## config.mk

```make
export PLATFORM = sky130hd
export DESIGN_NAME = scbb_ctrl
export DESIGN_NICKNAME = d
export VERILOG_FILES = /design/src/rtl/scbb_pkg.sv /design/src/rtl/scbb_ctrl.sv
export SDC_FILE = /design/constraint.sdc
export NUM_CORES = 1
export LEC_CHECK = 0
export BUFFER_PORTS_ARGS = -buffer_cell sky130_fd_sc_hd__buf_2
export CAP_MARGIN = 5
export CORE_AREA = 2 2 39 41
export CTS_CLUSTER_SIZE = 40
export DETAILED_ROUTE_END_ITERATION = 8
export DIE_AREA = 0 0 41 43
export MAX_ROUTING_LAYER = met4
export PLACE_DENSITY = 0.37
export SLEW_MARGIN = 20
export SYNTH_ARGS = -nofsm -noshare
export SYNTH_HDL_FRONTEND = slang
export SYNTH_SLANG_ARGS = --single-unit
```

## constraint.sdc

```tcl
create_clock -name clock -period 1.4 [get_ports clock]
set_input_delay 0.21 -clock clock [delete_from_list [all_inputs] [get_ports clock]]
set_output_delay 0.21 -clock clock [all_outputs]
set_load 0.1 [all_outputs]
```

## src/rtl/scbb_pkg.sv

```systemverilog
// Shared types, constants and the seek helper for the sparse chunk byte buffer.
// Used by scbb_ctrl, scbb_dp and sparse_chunk_byte_buffer; depends on nothing.
`default_nettype none

package scbb_pkg;

   localparam int CHUNK_BYTES = 4096;
   localparam int CHUNK_COUNT = 16;
   localparam int CAPACITY    = CHUNK_BYTES * CHUNK_COUNT;

   localparam int ADDR_W  = $clog2(CAPACITY);
   localparam int PTR_W   = ADDR_W + 1;
   localparam int OFS_W   = $clog2(CHUNK_BYTES);
   localparam int FILL_W  = OFS_W + 1;
   localparam int CHUNK_W = (ADDR_W > OFS_W) ? ADDR_W - OFS_W : 1;
   localparam int DATA_W  = 8;
   localparam int OP_W    = 3;
   localparam int STAT_W  = 2;
   localparam int ORG_W   = 2;

   localparam int REQ_TDATA_W = 32;
   localparam int RSP_TDATA_W = 48;

   localparam logic [PTR_W-1:0]  CAP_PTR    = PTR_W'(CAPACITY);
   localparam logic [FILL_W-1:0] FULL_CHUNK = FILL_W'(CHUNK_BYTES);

   typedef enum logic [OP_W-1:0] {
      OP_WRITE   = 3'd0,
      OP_READ    = 3'd1,
      OP_SEEK_WR = 3'd2,
      OP_SEEK_RD = 3'd3,
      OP_QUERY   = 3'd4
   } op_type;

   typedef enum logic [STAT_W-1:0] {
      ST_OK         = 2'd0,
      ST_WRITE_DROP = 2'd1,
      ST_NO_DATA    = 2'd2
   } status_type;

   typedef enum logic [ORG_W-1:0] {
      ORG_START = 2'd0,
      ORG_REL   = 2'd1,
      ORG_END   = 2'd2
   } origin_type;

   typedef enum logic [1:0] {
      S_IDLE,
      S_EXEC,
      S_WALK,
      S_DONE
   } state_type;

   typedef struct packed {
      logic capture;
      logic exec;
      logic walk_step;
   } cmd_type;

   typedef struct packed {
      logic is_query;
      logic walk_last;
   } stat_type;

   // New pointer value for a seek; saturates at capacity and at zero.
   function automatic logic [PTR_W-1:0] seek_pos(input logic [PTR_W-1:0] cur,
                                                 input logic [PTR_W-1:0] off,
                                                 input logic [ORG_W-1:0] origin);
      logic [PTR_W:0] sum;
      logic [PTR_W-1:0] res;
      sum = {1'b0, cur} + {1'b0, off};
      case (origin)
         ORG_START: res = (off > CAP_PTR) ? CAP_PTR : off;
         ORG_REL:   res = (sum > {1'b0, CAP_PTR}) ? CAP_PTR : sum[PTR_W-1:0];
         ORG_END:   res = (off > CAP_PTR) ? '0 : CAP_PTR - off;
         default:   res = cur;
      endcase
      return res;
   endfunction

endpackage

`default_nettype wire

```

## src/rtl/scbb_ctrl.sv

```systemverilog
// Controller state machine of the sparse chunk byte buffer.
// Depends on scbb_pkg; drives the handshakes and the commands of scbb_dp.
`default_nettype none

module scbb_ctrl (
   input  wire logic              clock,
   input  wire logic              reset,
   input  wire logic              req_tvalid,
   output logic                   req_tready,
   output logic                   rsp_tvalid,
   input  wire logic              rsp_tready,
   output scbb_pkg::cmd_type      cmd,
   input  wire scbb_pkg::stat_type stat
);

   scbb_pkg::state_type state_ff, state_in;

   always_ff @(posedge clock) begin
      if (reset) begin
         state_ff <= scbb_pkg::S_IDLE;
      end else begin
         state_ff <= state_in;
      end
   end

   always_comb begin
      state_in = state_ff;
      case (state_ff)
         scbb_pkg::S_IDLE: begin
            if (req_tvalid) state_in = scbb_pkg::S_EXEC;
         end
         scbb_pkg::S_EXEC: begin
            state_in = stat.is_query ? scbb_pkg::S_WALK : scbb_pkg::S_DONE;
         end
         scbb_pkg::S_WALK: begin
            if (stat.walk_last) state_in = scbb_pkg::S_DONE;
         end
         scbb_pkg::S_DONE: begin
            if (rsp_tready) state_in = scbb_pkg::S_IDLE;
         end
         default: state_in = scbb_pkg::S_IDLE;
      endcase
   end

   always_comb begin
      req_tready    = 1'b0;
      rsp_tvalid    = 1'b0;
      cmd           = '0;
      case (state_ff)
         scbb_pkg::S_IDLE: begin
            req_tready  = 1'b1;
            cmd.capture = req_tvalid;
         end
         scbb_pkg::S_EXEC: begin
            cmd.exec = 1'b1;
         end
         scbb_pkg::S_WALK: begin
            cmd.walk_step = 1'b1;
         end
         scbb_pkg::S_DONE: begin
            rsp_tvalid = 1'b1;
         end
         default: begin
            req_tready = 1'b0;
         end
      endcase
   end

endmodule

`default_nettype wire

```

## After elaboration in Yosys (flattened, before gate mapping)

Index checks and enable logic that the tools add are counted.

- Flip-flop bits (word level): 2
- Bits in latches: 0
- Memory bits (writable): 0
- Bits in read-only memories: 0
- Bits of input ports: 6
- Output and inout port bits: 5
- Logic and storage cells: 19
- Memories: 0

- $add $sub $neg: 0
- Multiply operators: 0
- Divide/modulo/power cells: 0
- Order comparisons: 0
- Equality and inequality tests: 6
- Shifts and indexed selects: 0
- Multiplexer cells: 10
- Bitwise operators: 0
- Reduce and logical (&&, ||, !) cells: 2

Operators with widths:

| operator | count |
|---|---|
| 2-bit case mux with 4 select lines | 1 |
| 1-bit 2-to-1 mux | 6 |
| 2-bit 2-to-1 mux | 3 |
| 2-bit != test, second input constant | 3 |
| 2-bit == test, second input constant | 2 |
| 3-bit AND reduction | 1 |
| 2-bit by 1-bit == test with 1-bit output, second input constant | 1 |
| 2-bit logical NOT | 1 |

## Depth between registers and ports, before layout

Gate-level depths: netlist of run 1.

- Word-level depth: 3
- Gate-level depth with buffers: 5
- Depth with buffers taken out: 5

## Least setup slack after synthesis of run 1

OpenSTA, ideal clock, no wires.

- Path type: flip-flop to output port
- From: register state_ff[0]
- To: output port cmd[2] in the netlist's numbering
- Data arrival time: 1.937 ns
- Data required time: 1.190 ns
- Slack: -0.747 ns
- Cell stages (with the launch flop): 4
- Path buffers: 0
- Cell sequence: dfxtp_1 > inv_1 > ha_1 > and2_2

RTL lines:

| what | RTL line | RTL |
|---|---|---|
| start, declared | scbb_ctrl.sv:16 | `scbb_pkg::state_type state_ff, state_in;` |
| start signal, assigned | scbb_ctrl.sv:20 | `state_ff <= scbb_pkg::S_IDLE;` |
| start signal, assigned | scbb_ctrl.sv:22 | `state_ff <= state_in;` |
| end, declared | scbb_ctrl.sv:12 | `output scbb_pkg::cmd_type cmd,` |

==> flow_summary_export.csv, run 1 <==
group,metric,value,unit
status,status,"finished clean",
route,dr_wl_met2,310,um
layout,fill_cells,142,
global_route,overflow,0,
setup_path,cp.arrival,1140,ps
layout,layout.nets,51,
sta,slew-limit-headroom,0.8065,
setup_path,crit_path_top_delay_cell,"dfxtp_4",
clocking,root_buffer,"clkbuf_4",
place,dp_hpwl,436.9,um
setup_path,max_stage_delay,380,ps
layout,largest_reg_flops,2,
min_path,min_path_type,"input pin to flip-flop",
place,pre_cts_ws,58.82,ps
layout,layout_common_cells,"5 x buf_2, 5 x buf_12, 4 x ha_4",
layout,regMostFlops,"state_ff",
clocking,cts_buffers,3,
clocking,cts_buffer_depth,2,
clocking,clkLatencyLatePin,220,ps
synth,syn_avg_cell_area,8.976,sq um
layout,instances_no_fill,55,
setup_path,cp_max_fo,6,
setup_path,crit_chain,"inv_6 > ha_4 > and2_4 > buf_12",
floorplan,die_h,43,um
global_route,grt_max_degree,7,
floorplan,rows,14,
floorplan,io_pins,11,
sta,setup_viol,0,
clocking,cts_sinks,2,
setup_path,cp.required,1190,ps
route,wl_met3,21,um
place,dp_cells,49,
route,drt-total-wl,551,um
floorplan,initial_core_util,0.1492,
sta,fin_skew,1.091,ps
synth,synth_area,206.4,sq um
global_route,grt_pass1_vias,210,
layout,top_regs,"state_ff: 2 flops",
route,dr_total_vias,228,
synth,yosysUniqueCellTypes,14,
route,viasPerCell,4.145,
setup_path,startpoint_type,"flip-flop",
place,gp_congestion,0.6580,
global_route,grt_pass1_wl,807,um
layout,multi_input_area,206.4,sq um
synth,synth_cells,23,
route,remaining_drc_errors,0,
route,avgRoutedWirePerCell,10.02,um
floorplan,dieWidth,41,um
layout,utilization,0.3327,
sta,timing.final.ws_setup,47.84,ps
setup_path,endpoint_kind,"output pin",
sta,worst_pin_slew,288.5,ps
synth,syn_nets,33,
floorplan,core,1384,sq um
global_route,antenna_found_initial,0,
route,wl_met1,219,um
clocking,cts_tree,"yes",
sta,tns,0,ps
route,drt_iter0_drc,2,
global_route,grt.total_usage,0.07400,
sta,min_period,1352,ps
route,antenna_left,0,
floorplan,dieArea,1763,sq um
sta,fin_crit_sh,0.9658,
synth,yosys_warnings,0,
synth,ys_ff_latch,2,
layout,synthToLayoutAreaGrowth,123.0,%
layout,seqCellArea,47.55,sq um
sta,maxSlewViolCount,0,
route,top_layer_used,"met3",
clocking,htreeDepth,1,
route,firstDrtPassIters,4,
job,maxCapViolCount,0,
sta,hold_viol,0,
sta,fmax,739.6,MHz
setup_path,crit_type,"flip-flop to output pin",
synth,seq_area_frac_synth,0.1939,
layout,diodes,0,
layout,drive_gt1_frac,0.6667,
place,io_buffers,10,
clocking,clkTransAtPathRegs,30,ps
==> layer usage <==
layer  track usage  up-vias
met3       0.01571        0
met5             -        -
met2        0.1031        7
met4       0.08000        0
li1              -      115
met1       0.07692      106
==> path summary, 6_finish.rpt <==
kind | startpoint | to | slack, ps | cells past startpoint
min reg2reg | state_ff[1] | state_ff[1] | 520 | 2
min | reset | state_ff[0] | 170 | 2
max reg2reg | state_ff[1] | state_ff[1] | 90 | 5
max | state_ff[0] | cmd[2] | 50 | 4
==> synthesized netlist by cell type <==
| cell | n | share of area |
|---|---|---|
| nand4_1 | 1 | 0.030 |
| and2_2 | 1 | 0.036 |
| and2b_1 | 3 | 0.11 |
| o31ai_1 | 1 | 0.036 |
| dfxtp_1 | 2 | 0.19 |
| nor3_1 | 1 | 0.024 |
| a211oi_1 | 1 | 0.036 |
| a21oi_1 | 1 | 0.024 |
| inv_1 | 3 | 0.055 |
| o2111ai_1 | 1 | 0.042 |
| or2b_1 | 1 | 0.036 |
| ha_1 | 4 | 0.24 |
| nand2b_1 | 2 | 0.061 |
| a221oi_2 | 1 | 0.073 |
==> per-stage QoR <==
step / area, sq um / hold WS [ps]
2_1_floorplan: 260.3 / 268.8
3_3_place_gp: 405.4 / 396.6
3_5_place_dp: 405.4 / 396.0
4_1_cts: 442.9 / 153.4
5_1_grt: 460.4 / 153.3
6_report: 460.4 / 167.4
==> cell type report <==
cell class	count	share of cell area
Clock buffer	3	0.04891
Tap cell	16	0.04348
Inverter	3	0.03533
Sequential cell	2	0.1033
Multi-Input combinational cell	18	0.4484
Timing Repair Buffer	13	0.3207
==> kinds of logic after synthesis <==
logic type,after synthesis,share of synthesized area
buf+inv,3,0.05454
simple gates,9,0.2970
compound gates,5,0.2121
flops,2,0.1939
fa+ha+maj,4,0.2424
==> what timing repair did <==
action / CTS / global route
gates cloned: 0 / 0
endpoints found under the setup margin: 1 / 2
buffers inserted: 1 / 2
pin swaps: 1 / 0
resized for setup: 3 / 1
hold endpoints to repair: 0 / 0
hold buffers: 0 / 0
==> worst max-delay path, delay by kind of cell (launching register included) <==
kind	cells	cell delay, ps
DFF	1	380
buffers and inverters	2	210
and+or+nand+nor	1	160
adders and majority gates	1	170
Power of run 1 is left out: the tool's default activity adds up to more than one toggle a clock period on the data nets, which glitch-free logic cannot reach.
==> run 2: changes to the inputs <==
==> constraint.sdc (replaced) <==
create_clock -name clock -period 1.55 [get_ports clock]
set_input_delay 0.0775 -clock clock [delete_from_list [all_inputs] [get_ports clock]]
set_output_delay 0.0775 -clock clock [all_outputs]
set_load 0.1 [all_outputs]
==> run 2 against run 1 <==
Effect of this change: via count decreased by 5.7%; setup slack improved by 71 ps; wire length decreased by 9.3%; design area decreased by 20%; flip-flop and latch count unchanged; critical path depth decreased by 1; non-clock buffer count decreased by 2; worst hold slack got worse by 130 ps; global-route usage about the same; core utilization decreased by 6.7 points; critical path type unchanged; die area unchanged; count of clock-buffer cells in the layout unchanged.
==> flow_summary_export.csv, run 2 (synthesis results as in run 1) <==
group,metric,value,unit
status,status,"finished clean",
route,drt_iter0_drc,0,
clocking,hold_buffers,0,
layout,layout.nets,49,
layout,top_regs,"state_ff: 2 flops",
floorplan,io_pins,11,
route,drt-total-wl,500,um
layout,drive_gt1_frac,0.5405,
global_route,grt.total_usage,0.07385,
job,maxCapViolCount,0,
route,avgRoutedWirePerCell,9.434,um
clocking,cts_sinks,2,
layout,final_common_cell,"buf_2",
setup_path,cp_max_fo,4,
global_route,overflow,0,
sta,hold_viol,0,
sta,fin_skew,1.238,ps
place,io_buffers,10,
global_route,grt_max_degree,7,
floorplan,dieWidth,41,um
sta,hold_slack,33.52,ps
setup_path,endpoint_kind,"output pin",
clocking,ctsResizeCount,0,
clocking,clkLatencyLatePin,220,ps
floorplan,dieArea,1763,sq um
sta,tns,0,ps
layout,diodes,0,
clocking,cts_setup_buffers,0,
route,firstDrtPassIters,1,
clocking,cts_buffer_depth,2,
sta,fmax,698.9,MHz
min_path,min_path_type,"input pin to flip-flop",
global_route,grt_pass1_vias,232,
layout,largest_reg_flops,2,
clocking,cts_buffers,3,
place,dp_hpwl,417.9,um
setup_path,cp.arrival,1350,ps
clocking,cts_tree,"yes",
layout,regMostFlops,"state_ff",
layout,fill_cells,160,
route,remaining_drc_errors,0,
route,antenna_left,0,
min_path,holdCritStartpoint,"reset",
sta,fin_crit_sh,0.9231,
floorplan,initial_core_util,0.1492,
setup_path,r2r_start,"state_ff[0]",
setup_path,crit_start,"state_ff[0]",
layout,layout_common_cells,"8 x buf_2, 3 x inv_1, 3 x and2b_1, 3 x clkbuf_4",
global_route,antenna_found_initial,0,
sta,rsz0062_at_grt,"false",
global_route,grt_pass1_wl,834,um
floorplan,core,1384,sq um
setup_path,startpoint_type,"flip-flop",
place,gp_congestion,0.7825,
setup_path,cp.required,1470,ps
sta,setup_viol,0,
sta,min_period,1431,ps
clocking,htreeDepth,1,
clocking,root_buffer,"clkbuf_4",
route,dr_total_vias,215,
floorplan,die_h,43,um
layout,synthToLayoutAreaGrowth,78.18,%
floorplan,rows,14,
sta,worst_pin_slew,487.1,ps
clocking,clkTransAtPathRegs,30,ps
route,viasPerCell,4.057,
sta,slew-limit-headroom,0.6775,
sta,maxSlewViolCount,0,
setup_path,crit_type,"flip-flop to output pin",
run 2: changes by cell type in the layout (fill, tap and decap cells not counted):
cell | previous run | this run
buf_12 | 5 | 2
buf_2 | 5 | 8
buf_4 | 3 | 1
dfxtp_1 | 0 | 2
dfxtp_4 | 2 | 0
ha_2 | 0 | 2
ha_4 | 4 | 2
inv_1 | 1 | 3
inv_2 | 1 | 0
inv_6 | 1 | 0
run 2: worst paths after layout:
| check | end | slack [ps] | depth (start not counted) |
|---|---|---|---|
| max | cmd[0] | 120 | 3 |
| min | state_ff[0] | 30 | 2 |
| max reg2reg | state_ff[1] | 150 | 5 |
| min reg2reg | state_ff[1] | 630 | 3 |
run 2: per-layer routing:
| metal | part of all wire | GRT usage |
|---|---|---|
| met4 | 0 | 0.08000 |
| met1 | 0.41 | 0.07643 |
| met3 | 0.066 | 0.01571 |
| met5 | 0 | - |
| met2 | 0.52 | 0.1031 |
run 2: cell type report:
cell class	instances	area, sq um	share of cell area
multi-input cells	18	186.4	0.5068
repair buffers	11	87.58	0.2381
flip-flops and latches	2	40.04	0.1088
clock buffers	3	22.52	0.06122
well taps	16	20.02	0.05442
inverters	3	11.26	0.03061
run 2: worst max-delay path: stages, from the launching register on:
cell and delay (ps):
dfxtp_1 320, inv_1 220, ha_4 180, buf_2 410
run 2: stage by stage:
stage / utilization / cells / area (sq um) / setup WS (ps)
after floorplan: - / 23 / 237.7 / 30.47
after global placement: 0.2495 / 50 / 345.3 / 173.0
after detailed placement: 0.2495 / 50 / 345.3 / 164.5
after CTS: 0.2658 / 53 / 367.9 / 92.80
after global routing: 0.2658 / 53 / 367.9 / 50.23
final: 0.2658 / 53 / 367.9 / 119.2
Power of run 2 is left out for the same reason.
